### src/mcn_pkg.sv
// mcn_pkg: shared types and constants of the margin constraint node block
// no dependencies
`timescale 1ns / 1ps

package mcn_pkg;

   localparam int MAX_ROWS = 32;
   localparam int MAX_COLS = 64;
   localparam int ROW_AW   = $clog2(MAX_ROWS);
   localparam int COL_AW   = $clog2(MAX_COLS);

   // command codes
   localparam logic CMD_COLUMN = 1'b0;
   localparam logic CMD_ROW    = 1'b1;

   // register indexes
   localparam logic [1:0] CSR_ROW_COUNT    = 2'd0;
   localparam logic [1:0] CSR_COLUMN_COUNT = 2'd1;

   typedef struct packed {
      logic       command;
      logic [6:0] margin_value;
   } mcn_req_type;

   typedef struct packed {
      logic [4:0]  node_row;
      logic [11:0] node_excess;
      logic        no_nodes;
      logic        last_node;
   } mcn_rsp_type;

   // column scan control and result
   typedef struct packed {
      logic       start;
      logic [4:0] row;
      logic [6:0] cols;
   } mcn_scan_req_type;

   typedef struct packed {
      logic       done;
      logic [6:0] count;
   } mcn_scan_rsp_type;

endpackage

### src/margin_constraint_nodes.sv
// margin_constraint_nodes: load sequencer, row memory and node stack
// after the last row sum loads, one column scan runs per row, with stack pops
// per kept node; then the nodes are emitted one by one, each held until taken
// throughput: one load per cycle while in the load state; the column scan sets the compute time
// reset: synchronous active high, counts back to 32 rows and 64 columns
// depends on mcn_pkg and mcn_col_scan
`timescale 1ns / 1ps

module margin_constraint_nodes
   import mcn_pkg::*;
(
   input  logic        clock,
   input  logic        reset,
   input  logic        req_valid,
   output logic        req_stall,
   input  mcn_req_type req_data,
   output logic        rsp_valid,
   input  logic        rsp_stall,
   output mcn_rsp_type rsp_data,
   input  logic        csr_write_en,
   input  logic [1:0]  csr_index,
   input  logic [6:0]  csr_wdata
);

   typedef enum logic [3:0] {
      ST_LOAD, ST_SCAN_START, ST_SCAN_WAIT, ST_EVAL, ST_POP, ST_POP_RD, ST_POP_LD,
      ST_NEXT, ST_OUT_RD, ST_OUT_LD, ST_OUT_HOLD
   } state_type;

   typedef struct packed {
      logic [4:0]  row;
      logic [11:0] ex;
   } node_type;

   state_type        state_ff;
   logic [5:0]       row_count_ff;
   logic [6:0]       column_count_ff;
   logic [6:0]       load_index_ff;
   logic [5:0]       rows_eff;
   logic [6:0]       cols_eff;
   logic [6:0]       row_pos;
   logic             req_take;

   logic [6:0]       row_mem [MAX_ROWS];
   logic [6:0]       row_q_ff;
   logic             row_wr;

   node_type         node_mem [MAX_ROWS];
   node_type         node_q_ff;
   logic [ROW_AW-1:0] node_raddr_ff;
   logic             node_wr;

   logic [4:0]       j_ff;
   logic [11:0]      sum_r_ff;
   logic [11:0]      sum_c_ff;
   logic [11:0]      ex;
   logic             first_any_ff;
   logic [11:0]      last_ex_ff;
   node_type         new_ff;
   node_type         top_ff;
   logic [5:0]       depth_ff;
   logic [4:0]       k_ff;
   logic signed [13:0] top_key;
   logic signed [13:0] new_key;
   logic             do_pop;

   mcn_rsp_type      rsp_ff;
   logic             rsp_valid_ff;

   mcn_scan_req_type scan_req;
   mcn_scan_rsp_type scan_rsp;

   // clamped counts
   always_comb begin
      if (row_count_ff == '0) begin
         rows_eff = 6'd1;
      end else if (row_count_ff > 6'(MAX_ROWS)) begin
         rows_eff = 6'(MAX_ROWS);
      end else begin
         rows_eff = row_count_ff;
      end
      if (column_count_ff == '0) begin
         cols_eff = 7'd1;
      end else if (column_count_ff > 7'(MAX_COLS)) begin
         cols_eff = 7'(MAX_COLS);
      end else begin
         cols_eff = column_count_ff;
      end
   end

   assign req_stall = (state_ff != ST_LOAD);
   assign req_take  = req_valid && !req_stall;
   assign row_pos   = load_index_ff - cols_eff;
   assign row_wr    = req_take && (load_index_ff >= cols_eff)
                      && (req_data.command == CMD_ROW) && (row_pos < {1'b0, rows_eff});

   // column sums go to the scan unit
   mcn_col_scan u_col_scan (
      .clock    (clock),
      .reset    (reset),
      .wr_en    (req_take && (load_index_ff < cols_eff) && (req_data.command == CMD_COLUMN)),
      .wr_addr  (load_index_ff[COL_AW-1:0]),
      .wr_data  ((req_data.margin_value > 7'd63) ? 6'd63 : req_data.margin_value[5:0]),
      .scan_req (scan_req),
      .scan_rsp (scan_rsp)
   );

   assign scan_req.start = (state_ff == ST_SCAN_START);
   assign scan_req.row   = j_ff;
   assign scan_req.cols  = cols_eff;

   // row sum memory
   always_ff @(posedge clock) begin
      if (row_wr) begin
         row_mem[row_pos[ROW_AW-1:0]] <= req_data.margin_value;
      end
      row_q_ff <= row_mem[j_ff];
   end

   // stack compare: pop while top key does not exceed the new key
   assign top_key = $signed({2'b00, top_ff.ex}) - $signed({9'd0, top_ff.row});
   assign new_key = $signed({2'b00, new_ff.ex}) - $signed({9'd0, new_ff.row});
   assign do_pop  = (depth_ff != '0) && (top_key <= new_key);
   assign node_wr = (state_ff == ST_POP) && !do_pop;
   assign ex      = sum_r_ff - sum_c_ff;

   // node stack memory
   always_ff @(posedge clock) begin
      if (node_wr) begin
         node_mem[depth_ff[ROW_AW-1:0]] <= new_ff;
      end
      node_q_ff <= node_mem[node_raddr_ff];
   end

   // sequencer
   always_ff @(posedge clock) begin
      if (reset) begin
         state_ff        <= ST_LOAD;
         row_count_ff    <= 6'(MAX_ROWS);
         column_count_ff <= 7'(MAX_COLS);
         load_index_ff   <= '0;
         rsp_valid_ff    <= 1'b0;
         depth_ff        <= '0;
      end else begin
         if (csr_write_en) begin
            if (csr_index == CSR_ROW_COUNT) begin
               row_count_ff <= csr_wdata[5:0];
            end else if (csr_index == CSR_COLUMN_COUNT) begin
               column_count_ff <= csr_wdata;
            end
            load_index_ff <= '0;
         end
         case (state_ff)
            ST_LOAD: begin
               if (req_take && !csr_write_en) begin
                  if (load_index_ff < cols_eff) begin
                     if (req_data.command == CMD_COLUMN) begin
                        load_index_ff <= load_index_ff + 7'd1;
                     end
                  end else if (req_data.command == CMD_ROW) begin
                     if (row_pos >= {1'b0, rows_eff}) begin
                        load_index_ff <= '0;
                     end else if (row_pos + 7'd1 == {1'b0, rows_eff}) begin
                        load_index_ff <= '0;
                        j_ff          <= '0;
                        sum_r_ff      <= '0;
                        sum_c_ff      <= '0;
                        first_any_ff  <= 1'b0;
                        depth_ff      <= '0;
                        state_ff      <= ST_SCAN_START;
                     end else begin
                        load_index_ff <= load_index_ff + 7'd1;
                     end
                  end
               end
            end
            ST_SCAN_START: begin
               state_ff <= ST_SCAN_WAIT;
            end
            ST_SCAN_WAIT: begin
               if (scan_rsp.done) begin
                  sum_r_ff <= sum_r_ff + {5'd0, row_q_ff};
                  sum_c_ff <= sum_c_ff + {5'd0, scan_rsp.count};
                  state_ff <= ST_EVAL;
               end
            end
            ST_EVAL: begin
               // first pruning: strict rise over the last kept excess
               if (sum_r_ff > sum_c_ff && (!first_any_ff || ex > last_ex_ff)) begin
                  first_any_ff <= 1'b1;
                  last_ex_ff   <= ex;
                  new_ff.row   <= j_ff;
                  new_ff.ex    <= ex;
                  state_ff     <= ST_POP;
               end else begin
                  state_ff <= ST_NEXT;
               end
            end
            ST_POP: begin
               if (do_pop) begin
                  depth_ff <= depth_ff - 6'd1;
                  if (depth_ff > 6'd1) begin
                     node_raddr_ff <= ROW_AW'(depth_ff - 6'd2);
                     state_ff      <= ST_POP_RD;
                  end
               end else begin
                  top_ff   <= new_ff;
                  depth_ff <= depth_ff + 6'd1;
                  state_ff <= ST_NEXT;
               end
            end
            ST_POP_RD: begin
               state_ff <= ST_POP_LD;
            end
            ST_POP_LD: begin
               top_ff   <= node_q_ff;
               state_ff <= ST_POP;
            end
            ST_NEXT: begin
               if ({1'b0, j_ff} + 6'd1 == rows_eff) begin
                  if (depth_ff == '0) begin
                     rsp_ff.node_row    <= '0;
                     rsp_ff.node_excess <= '0;
                     rsp_ff.no_nodes    <= 1'b1;
                     rsp_ff.last_node   <= 1'b1;
                     rsp_valid_ff       <= 1'b1;
                     state_ff           <= ST_OUT_HOLD;
                  end else begin
                     k_ff          <= '0;
                     node_raddr_ff <= '0;
                     state_ff      <= ST_OUT_RD;
                  end
               end else begin
                  j_ff     <= j_ff + 5'd1;
                  state_ff <= ST_SCAN_START;
               end
            end
            ST_OUT_RD: begin
               state_ff <= ST_OUT_LD;
            end
            ST_OUT_LD: begin
               rsp_ff.node_row    <= node_q_ff.row;
               rsp_ff.node_excess <= node_q_ff.ex;
               rsp_ff.no_nodes    <= 1'b0;
               rsp_ff.last_node   <= ({1'b0, k_ff} + 6'd1 == depth_ff);
               rsp_valid_ff       <= 1'b1;
               state_ff           <= ST_OUT_HOLD;
            end
            ST_OUT_HOLD: begin
               if (!rsp_stall) begin
                  rsp_valid_ff <= 1'b0;
                  if (rsp_ff.last_node) begin
                     state_ff <= ST_LOAD;
                  end else begin
                     k_ff          <= k_ff + 5'd1;
                     node_raddr_ff <= ROW_AW'(k_ff + 5'd1);
                     state_ff      <= ST_OUT_RD;
                  end
               end
            end
            default: begin
               state_ff <= ST_LOAD;
            end
         endcase
      end
   end

   assign rsp_valid = rsp_valid_ff;
   assign rsp_data  = rsp_ff;

endmodule

### src/mcn_col_scan.sv
// mcn_col_scan: column sum memory and adjusted conjugate counter
// depends on mcn_pkg
`timescale 1ns / 1ps

module mcn_col_scan
   import mcn_pkg::*;
(
   input  logic              clock,
   input  logic              reset,
   input  logic              wr_en,
   input  logic [COL_AW-1:0] wr_addr,
   input  logic [5:0]        wr_data,
   input  mcn_scan_req_type  scan_req,
   output mcn_scan_rsp_type  scan_rsp
);

   logic [5:0] col_mem [MAX_COLS];
   logic [5:0] col_q_ff;
   logic [5:0] col0_ff;
   logic [6:0] idx_ff;
   logic       run_ff;
   logic       qv_ff;
   logic       qlast_ff;
   logic [5:0] thr_ff;
   logic [6:0] cnt_ff;
   logic       done_ff;
   logic [6:0] result_ff;
   logic [6:0] cnt_in;
   logic [6:0] idx_next;

   // column memory, one write and one read port
   always_ff @(posedge clock) begin
      if (wr_en) begin
         col_mem[wr_addr] <= wr_data;
      end
      col_q_ff <= col_mem[idx_ff[COL_AW-1:0]];
   end

   // first column sum kept aside for the adjustment
   always_ff @(posedge clock) begin
      if (wr_en && wr_addr == '0) begin
         col0_ff <= wr_data;
      end
   end

   assign idx_next = idx_ff + 7'd1;
   assign cnt_in   = cnt_ff + {6'd0, (col_q_ff >= thr_ff)};

   // scan over the columns, one per cycle
   always_ff @(posedge clock) begin
      if (reset) begin
         run_ff   <= 1'b0;
         qv_ff    <= 1'b0;
         qlast_ff <= 1'b0;
         done_ff  <= 1'b0;
      end else begin
         done_ff  <= 1'b0;
         qv_ff    <= run_ff;
         qlast_ff <= run_ff && (idx_next == scan_req.cols);
         if (scan_req.start) begin
            run_ff <= 1'b1;
            idx_ff <= '0;
            cnt_ff <= '0;
            thr_ff <= {1'b0, scan_req.row} + 6'd1;
         end else begin
            if (run_ff) begin
               idx_ff <= idx_next;
               if (idx_next == scan_req.cols) begin
                  run_ff <= 1'b0;
               end
            end
            if (qv_ff) begin
               cnt_ff <= cnt_in;
               if (qlast_ff) begin
                  done_ff   <= 1'b1;
                  result_ff <= cnt_in - {6'd0, (thr_ff <= col0_ff)};
               end
            end
         end
      end
   end

   assign scan_rsp.done  = done_ff;
   assign scan_rsp.count = result_ff;

endmodule
### config.mk
export PLATFORM = sky130hd
export DESIGN_NAME = margin_constraint_nodes
export DESIGN_NICKNAME = d
export VERILOG_FILES = /design/src/mcn_pkg.sv /design/src/margin_constraint_nodes.sv /design/src/mcn_col_scan.sv
export SDC_FILE = /design/constraint.sdc
export NUM_CORES = 2
export LEC_CHECK = 0
export ABC_CLOCK_PERIOD_IN_PS = 7290
export BUFFER_PORTS_ARGS = -buffer_cell sky130_fd_sc_hd__buf_2
export CORE_UTILIZATION = 45
export CTS_CLUSTER_DIAMETER = 120
export DETAILED_ROUTE_END_ITERATION = 6
export GPL_TIMING_DRIVEN = 0
export MAX_ROUTING_LAYER = met4
export PLACE_DENSITY_LB_ADDON = 0.25
export SLEW_MARGIN = 40
export SYNTH_ARGS = -nofsm -noshare
export SYNTH_HDL_FRONTEND = slang
export SYNTH_SLANG_ARGS = --single-unit
export TNS_END_PERCENT = 1
### constraint.sdc
create_clock -name clock -period 7.29 [get_ports clock]
set_input_delay 1.0935 -clock clock [delete_from_list [all_inputs] [get_ports clock]]
set_output_delay 1.0935 -clock clock [all_outputs]
set_load 0.05 [all_outputs]
# ---- Word-level counts from Yosys, hierarchy flattened
# Memories as Yosys holds them, arrays and structs flattened. A register that Yosys moved wholly into a read port is not among the register bits.
# Cells that the tools add are included.
dict set report word_totals {
  mem_bits_rw 1152
  ff_bits 161
  mem_count 3
  output_inout_bits 21
  wordCells 240
  inputBits 22
}
# name words word_bits rd rd_clocked_by_memory_dff write_ports line
set mem_list {}
lappend mem_list {node_mem 32 17 1 1 1 margin_constraint_nodes.sv:48} ;# node_type node_mem [MAX_ROWS];
lappend mem_list {u_col_scan.col_mem 64 6 1 1 1 mcn_col_scan.sv:17} ;# logic [5:0] col_mem [MAX_COLS];
lappend mem_list {row_mem 32 7 1 1 1 margin_constraint_nodes.sv:44} ;# logic [6:0] row_mem [MAX_ROWS];
dict set report classes {
  bitwise 5
  n_reduce_logical 54
  addsub 18
  eq_ne 32
  n_mux 86
  n_lt_le_gt_ge 13
}
# operator count
set op_table {}
lappend op_table {{2-to-1 mux 12 bit} 7}
lappend op_table {{2-to-1 mux 7 bit} 12}
lappend op_table {{2-to-1 mux 5 bit} 12}
lappend op_table {{2-to-1 mux 6 bit} 9}
lappend op_table {{case mux 12 bit (2 select lines)} 2}
lappend op_table {{2-to-1 mux 4 bit} 11}
lappend op_table {{case mux 4 bit (11 select lines)} 1}
lappend op_table {{AND reduction 8 bit} 5}
lappend op_table {{2-to-1 mux 19 bit} 2}
lappend op_table {{case mux 19 bit (2 select lines)} 1}
lappend op_table {{case mux 17 bit (2 select lines)} 1}
lappend op_table {{!= test 2 bit (second input constant)} 14}
lappend op_table {{subtractor 12 x 5 -> 13 bit} 2}
lappend op_table {{adder 12 x 7 -> 12 bit} 2}
lappend op_table {{> comparator 12 bit} 2}
lappend op_table {{adder 7 x 1 -> 7 bit (second input constant)} 3}
lappend op_table {{case mux 5 bit (2 select lines)} 2}
lappend op_table {{2-to-1 mux 1 bit} 19}
lappend op_table {{zero test 6 bit} 3}
lappend op_table {{nonzero test 2 bit} 9}
lappend op_table {{2-to-1 mux 17 bit} 1}
lappend op_table {{== test 4 x 3 -> 1 bit (second input constant)} 4}
lappend op_table {{case mux 5 bit (3 select lines)} 1}
lappend op_table {{less-or-equal comparator 13 bit} 1}
lappend op_table {{other kinds (47)} 82}

# ---- Longest topological paths before layout
dict set report logic_depth {
  depth_word 12
  mapped_depth 22
}

# ---- Cells and area by module
# Synthesis repeated with hierarchy kept, for this count alone.
dict set report hier_totals {
  hier_cells 3068
  hier_area_um2 55877.3
}
# module area_per_inst_um2 seq_area_each_um2 n_inst cells_each
set modules_own_cells {}
lappend modules_own_cells {margin_constraint_nodes 38635.8 26955.9 1 2158}
lappend modules_own_cells {mcn_col_scan 17241.5 12722.2 1 910}

# ---- Worst setup path after synthesis
# No wires, ideal clock.
dict set report synth_path {
  kind {register -> register}
  start {reg load_index_ff[0]}
  end {reg sum_c_ff[0], enable pin}
  stages_incl_launch_ff 14
  setup_slack_ns 2.054
  period_less_slack_ns 5.236
  arrival_time_ns 4.815
  path_cell_list {dfxtp_1 clkbuf_1 inv_1 ha_1 fa_1 and2b_2 o22ai_2 xor2_2 or4_1 a2111o_1 a21oi_2 nand3_1 a21o_1 nor4b_2}
}
dict set report synth_between {
  elab_chain_len 5
  word_cells_on_any_way 9
}
# item line
set synth_lines {}
lappend synth_lines {{from (decl)} margin_constraint_nodes.sv:38} ;# logic [6:0] load_index_ff;
lappend synth_lines {{from (signal assigned)} margin_constraint_nodes.sv:158} ;# load_index_ff <= load_index_ff + 7'd1;
lappend synth_lines {{from (signal assigned)} margin_constraint_nodes.sv:172} ;# load_index_ff <= load_index_ff + 7'd1;
lappend synth_lines {{subtractor 7 bit} margin_constraint_nodes.sv:93} ;# assign row_pos = load_index_ff - cols_eff;
lappend synth_lines {{adder 7 x 1 -> 7 bit} margin_constraint_nodes.sv:163} ;# end else if (row_pos + 7'd1 == {1'b0, rows_eff}) begin
lappend synth_lines {{== test 7 x 6 -> 1 bit} margin_constraint_nodes.sv:163}
lappend synth_lines {{!= test 2 bit (no line)} n/a}
lappend synth_lines {{AND reduction 8 bit (no line) *} n/a}
lappend synth_lines {{to (signal assigned)} margin_constraint_nodes.sv:183} ;# sum_c_ff <= sum_c_ff + {5'd0, scan_rsp.count};
lappend synth_lines {{to (decl)} margin_constraint_nodes.sv:55} ;# logic [11:0] sum_c_ff;
# Mark *: on every way between the ends. The rest lies on a longest branch, timed or not.
# A chain may end at the register's enable or synchronous reset.

# ---- Final worst setup path
dict set report layout_path {
  start {reg new_ff[13] in the netlist's numbering}
  end {mem node_mem[5][3] in the netlist's numbering, enable pin}
}
dict set report layout_between {
  elab_chain_len 7
}
# item line
set layout_lines {}
lappend layout_lines {{from (decl)} margin_constraint_nodes.sv:59} ;# node_type new_ff;
lappend layout_lines {{subtractor 12 x 5 -> 13 bit} margin_constraint_nodes.sv:122} ;# assign new_key = $signed({2'b00, new_ff.ex}) - $signed({9'd0, new_ff.row});
lappend layout_lines {{less-or-equal comparator 13 bit} margin_constraint_nodes.sv:123} ;# assign do_pop = (depth_ff != '0) && (top_key <= new_key);
lappend layout_lines {{logical AND 1 bit} margin_constraint_nodes.sv:123}
lappend layout_lines {{zero test 1 bit} margin_constraint_nodes.sv:124} ;# assign node_wr = (state_ff == ST_POP) && !do_pop;
lappend layout_lines {{logical AND 1 bit} margin_constraint_nodes.sv:124}
lappend layout_lines {{2-to-1 mux 1 bit} margin_constraint_nodes.sv:129} ;# if (node_wr) begin
lappend layout_lines {{2-to-1 mux 1 bit (not written as such)} margin_constraint_nodes.sv:130} ;# node_mem[depth_ff[ROW_AW-1:0]] <= new_ff;
lappend layout_lines {{to (decl)} margin_constraint_nodes.sv:48}
# No other way between the ends.

==> qor.yml <==
drc: 0
cts_tree: "built"
n_antenna_cell: 0
rsz0062_at_grt: "false"
rrSetupSlack_ps: 1250
synth.distinct_cells: 78
finClkSkew_ps: 23.9
worstSetupEndpointType: "flop"
muxShareOfSynthArea_pct: 15.6
finalMaxSlewViolations: 0
ys_ff_latch: 1343
rows: 128
endpoint: "node_mem[5][3]"
cp_max_fo: 18
ys.flop_type: "edfxtp_1"
fp.coreArea_um2: 122000
wirelength_um: 126000
synth_top_family_by_area: "multiplexers"
grt_max_degree: 66
via_per_inst: 5.75
cts_buffer_depth: 3
grt_first_pass_wirelength_um: 188000
fillers: 9614
post-route-util_pct: 51.9
relSlewSlack_pct: 40.7
track_usage_pct: 21.0
root_buffer: "clkbuf_16"
path_clk_slew_ps: 60
hp-class: "reg -> reg"
cp_data_arrival_time_ps: 6480
antenna_found_initial: 3
syn_area_per_cell_um2: 18.8
cap_violations: 0
startpoint_type: "flop"
synth_xor_area_share_pct: 1.43
synthArstFlopShare_pct: 0
dr.first_iter.drc_count: 3028
total_power_mw: 15.3
synth_edf_count: 1278
critPathKind: "reg -> reg"
status: "finished, final reports clean"
grt_overflow_total: 0
multiInputGateArea_um2: 15300
register_area_um2: 39700
hold_depth: 1
ys_seq_area_share_pct: 71.5
synth_adder_area_share_pct: 2.61
cts_resized: 0
initial_core_util_pct: 45.5
syn_area_um2: 55500
cp.depth: 18
area_delta_synth_final_pct: 14.1
final.period_utilization_pct: 82.8
grt_pass1_vias: 29244
vias: 28280
worstPathRequired_ps: 7730
r2r_end: "node_mem[5][3]"
worstMarginPinSlew_ps: 887
nNetsFinal: 3322
htreeDepth: 4
io_buffers: 40
slowest_stage: "edfxtp_1"
die_h_um: 353
hold_viol_final: 0
syn_inst: 2951
finalSetupTns_ps: 0
cts.sinks: 1343
postCtsSetupBuffers: 0
globalplace.congestion: 0.908
p_per_area_nw_per_um2: 242
placed_cells: 4671
die-area_um2: 125000
cts_made_buffers: 140
synth_compound_area_share_pct: 2.25
die_x_um: 353
max_stage_delay_ps: 740
crit_family: "simple AND/OR/NAND/NOR gates"
drive_above_1_share_pct: 24.6
path_cells: "inv_1 > ha_1 > nor2b_1 > o21ai_0 > a21oi_1 > o21ai_0 > and3_1 > nand2_1 > xnor2_1 > ha_1 > nand4_1 > nor4_1 > o21ai_0 > nand2_1 > nor2_1 > nand2_1 > nor2_4 > buf_8"
reg2reg_depth: 18
hold_buffers: 0
clkLatencyLatePin_ps: 750
r2r-start: "new_ff[13]"
fmax_mhz: 166
ys_warn_count: 0
crit_start: "new_ff[13]"
ir_drop_uv: 212
place_hpwl_um: 88000
crit_buf_inv: 2
wire_per_inst_um: 25.6
final_cells: 4922
synth_nets: 3085
synthSimpleGateAreaFrac_pct: 4.95
setup_viol: 0
io_pins: 43
p_leak_nw: 20.9
dr.pass1.iters: 5
ant_nets: 0
fin_crit_ps: 6040
## cell usage after synthesis, drive strengths merged (3+ instances only)
cell type,n,area (um2)
a211oi,7,57.6
a21boi,4,30.0
a21o,16,123
a21oi,46,234
a22oi,3,22.5
a311oi,5,50.0
a31oi,6,37.5
and2,30,188
and3,12,75.1
buf,28,138
clkbuf,101,399
dfxtp,65,1300
edfxtp,1278,38400
fa,6,120
ha,106,1330
inv,100,375
mux2,25,282
mux2i,13,130
mux4,366,8240
nand2,104,390
nand2b,14,87.6
nand3,41,205
nand3b,4,30.0
nand4,17,106
nor2,227,852
nor2b,22,138
nor3,53,270
nor3b,7,52.6
nor4,9,86.3
o2111ai,3,26.3
o211ai,5,42.5
o21a,10,75.1
o21ai,62,314
o22ai,7,50.1
o31ai,5,37.5
or2,11,68.8
or3,19,119
xnor2,57,499
xor2,30,270
## cells by family (layout without fill, tap and decap cells)
kind of cell	count (synthesis)	in the layout
adder cells (fa/ha/maj)	112	112
AO/OA/AOI/OAI	195	195
multiplexers	404	404
flip-flops	1343	1343
buffers and inverters	231	577
XOR/XNOR	88	88
AND/OR/NAND/NOR	578	578
## final cells by class
type / count / area share [%]
Inverter: 101 / 0.599
Timing Repair Buffer: 95 / 1.53
Multi-Input combinational cell: 1377 / 24.2
Tap cell: 1625 / 3.21
Clock inverter: 68 / 0.922
Clock buffer: 183 / 5.95
Sequential cell: 1343 / 62.6
Buffer: 130 / 0.942
## placed cells by master (no fill, tap or decap), types with 65 or more instances in the layout
master / instances
clkbuf_1: 111
clkbuf_16: 142
dfxtp_1: 65
edfxtp_1: 1278
ha_1: 106
inv_1: 100
mux4_2: 366
nand2_1: 101
nor2_1: 193
## how the worst min path moves through the flow
stage          slack (ps)                start                 end
2_1_floorplan         420              j_ff[2]          new_ff[14]
3_3_place_gp          460  u_col_scan.qlast_ff  u_col_scan.done_ff
3_5_place_dp          480    u_col_scan.run_ff    u_col_scan.qv_ff
4_1_cts               490    u_col_scan.run_ff    u_col_scan.qv_ff
5_1_grt               500    u_col_scan.run_ff    u_col_scan.qv_ff
6_report              490    u_col_scan.run_ff    u_col_scan.qv_ff
## where the power goes
group	leakage [nW]	switching [mW]	internal, mW
logic	6.30	0.112	0.0317
registers	12.4	0.00359	8.38
clock network	2.12	2.91	3.87
total	20.9	3.02	12.3
## state kept, by name, summed over array words and instances, names as in the netlist, 7 cells and up
name,count
node_mem,544
u_col_scan.col_mem,384
row_mem,224
rsp_data,19
new_ff,17
node_q_ff,17
top_ff,17
sum_c_ff,12
sum_r_ff,12
column_count_ff,7
load_index_ff,7
row_q_ff,7
u_col_scan.cnt_ff,7
u_col_scan.idx_ff,7
u_col_scan.result_ff,7
## metal layers
metal / GRT usage (%) / vias to the layer above / wire length [um]
li1: - / 12312 / -
met5: - / - / 0
met2: 33.1 / 994 / 61700
met4: 5.97 / 0 / 2840
met1: 28.0 / 14801 / 52400
met3: 3.86 / 173 / 9010
## worst reg2reg max path: stages (launching register included)
cell	delay [ps]
edfxtp_1	740
inv_1	210
ha_1	330
nor2b_1	140
o21ai_0	220
a21oi_1	120
o21ai_0	220
and3_1	270
nand2_1	90
xnor2_1	140
ha_1	340
nand4_1	140
nor4_1	70
o21ai_0	470
nand2_1	390
nor2_1	450
nand2_1	620
nor2_4	570
buf_8	210
## metrics by stage
| stage | worst slack, ps | hold slack [ps] | instance area, um2 |
|---|---|---|---|
| detailed placement | 1450 | 480 | 58900 |
| floorplan | 2050 | 421 | 55500 |
| global route | 851 | 502 | 63300 |
| finish | 1250 | 488 | 63300 |
| CTS | 1420 | 488 | 63300 |
| global placement | 551 | 464 | 57700 |
Note: power is estimated with default switching activity, not from simulation.
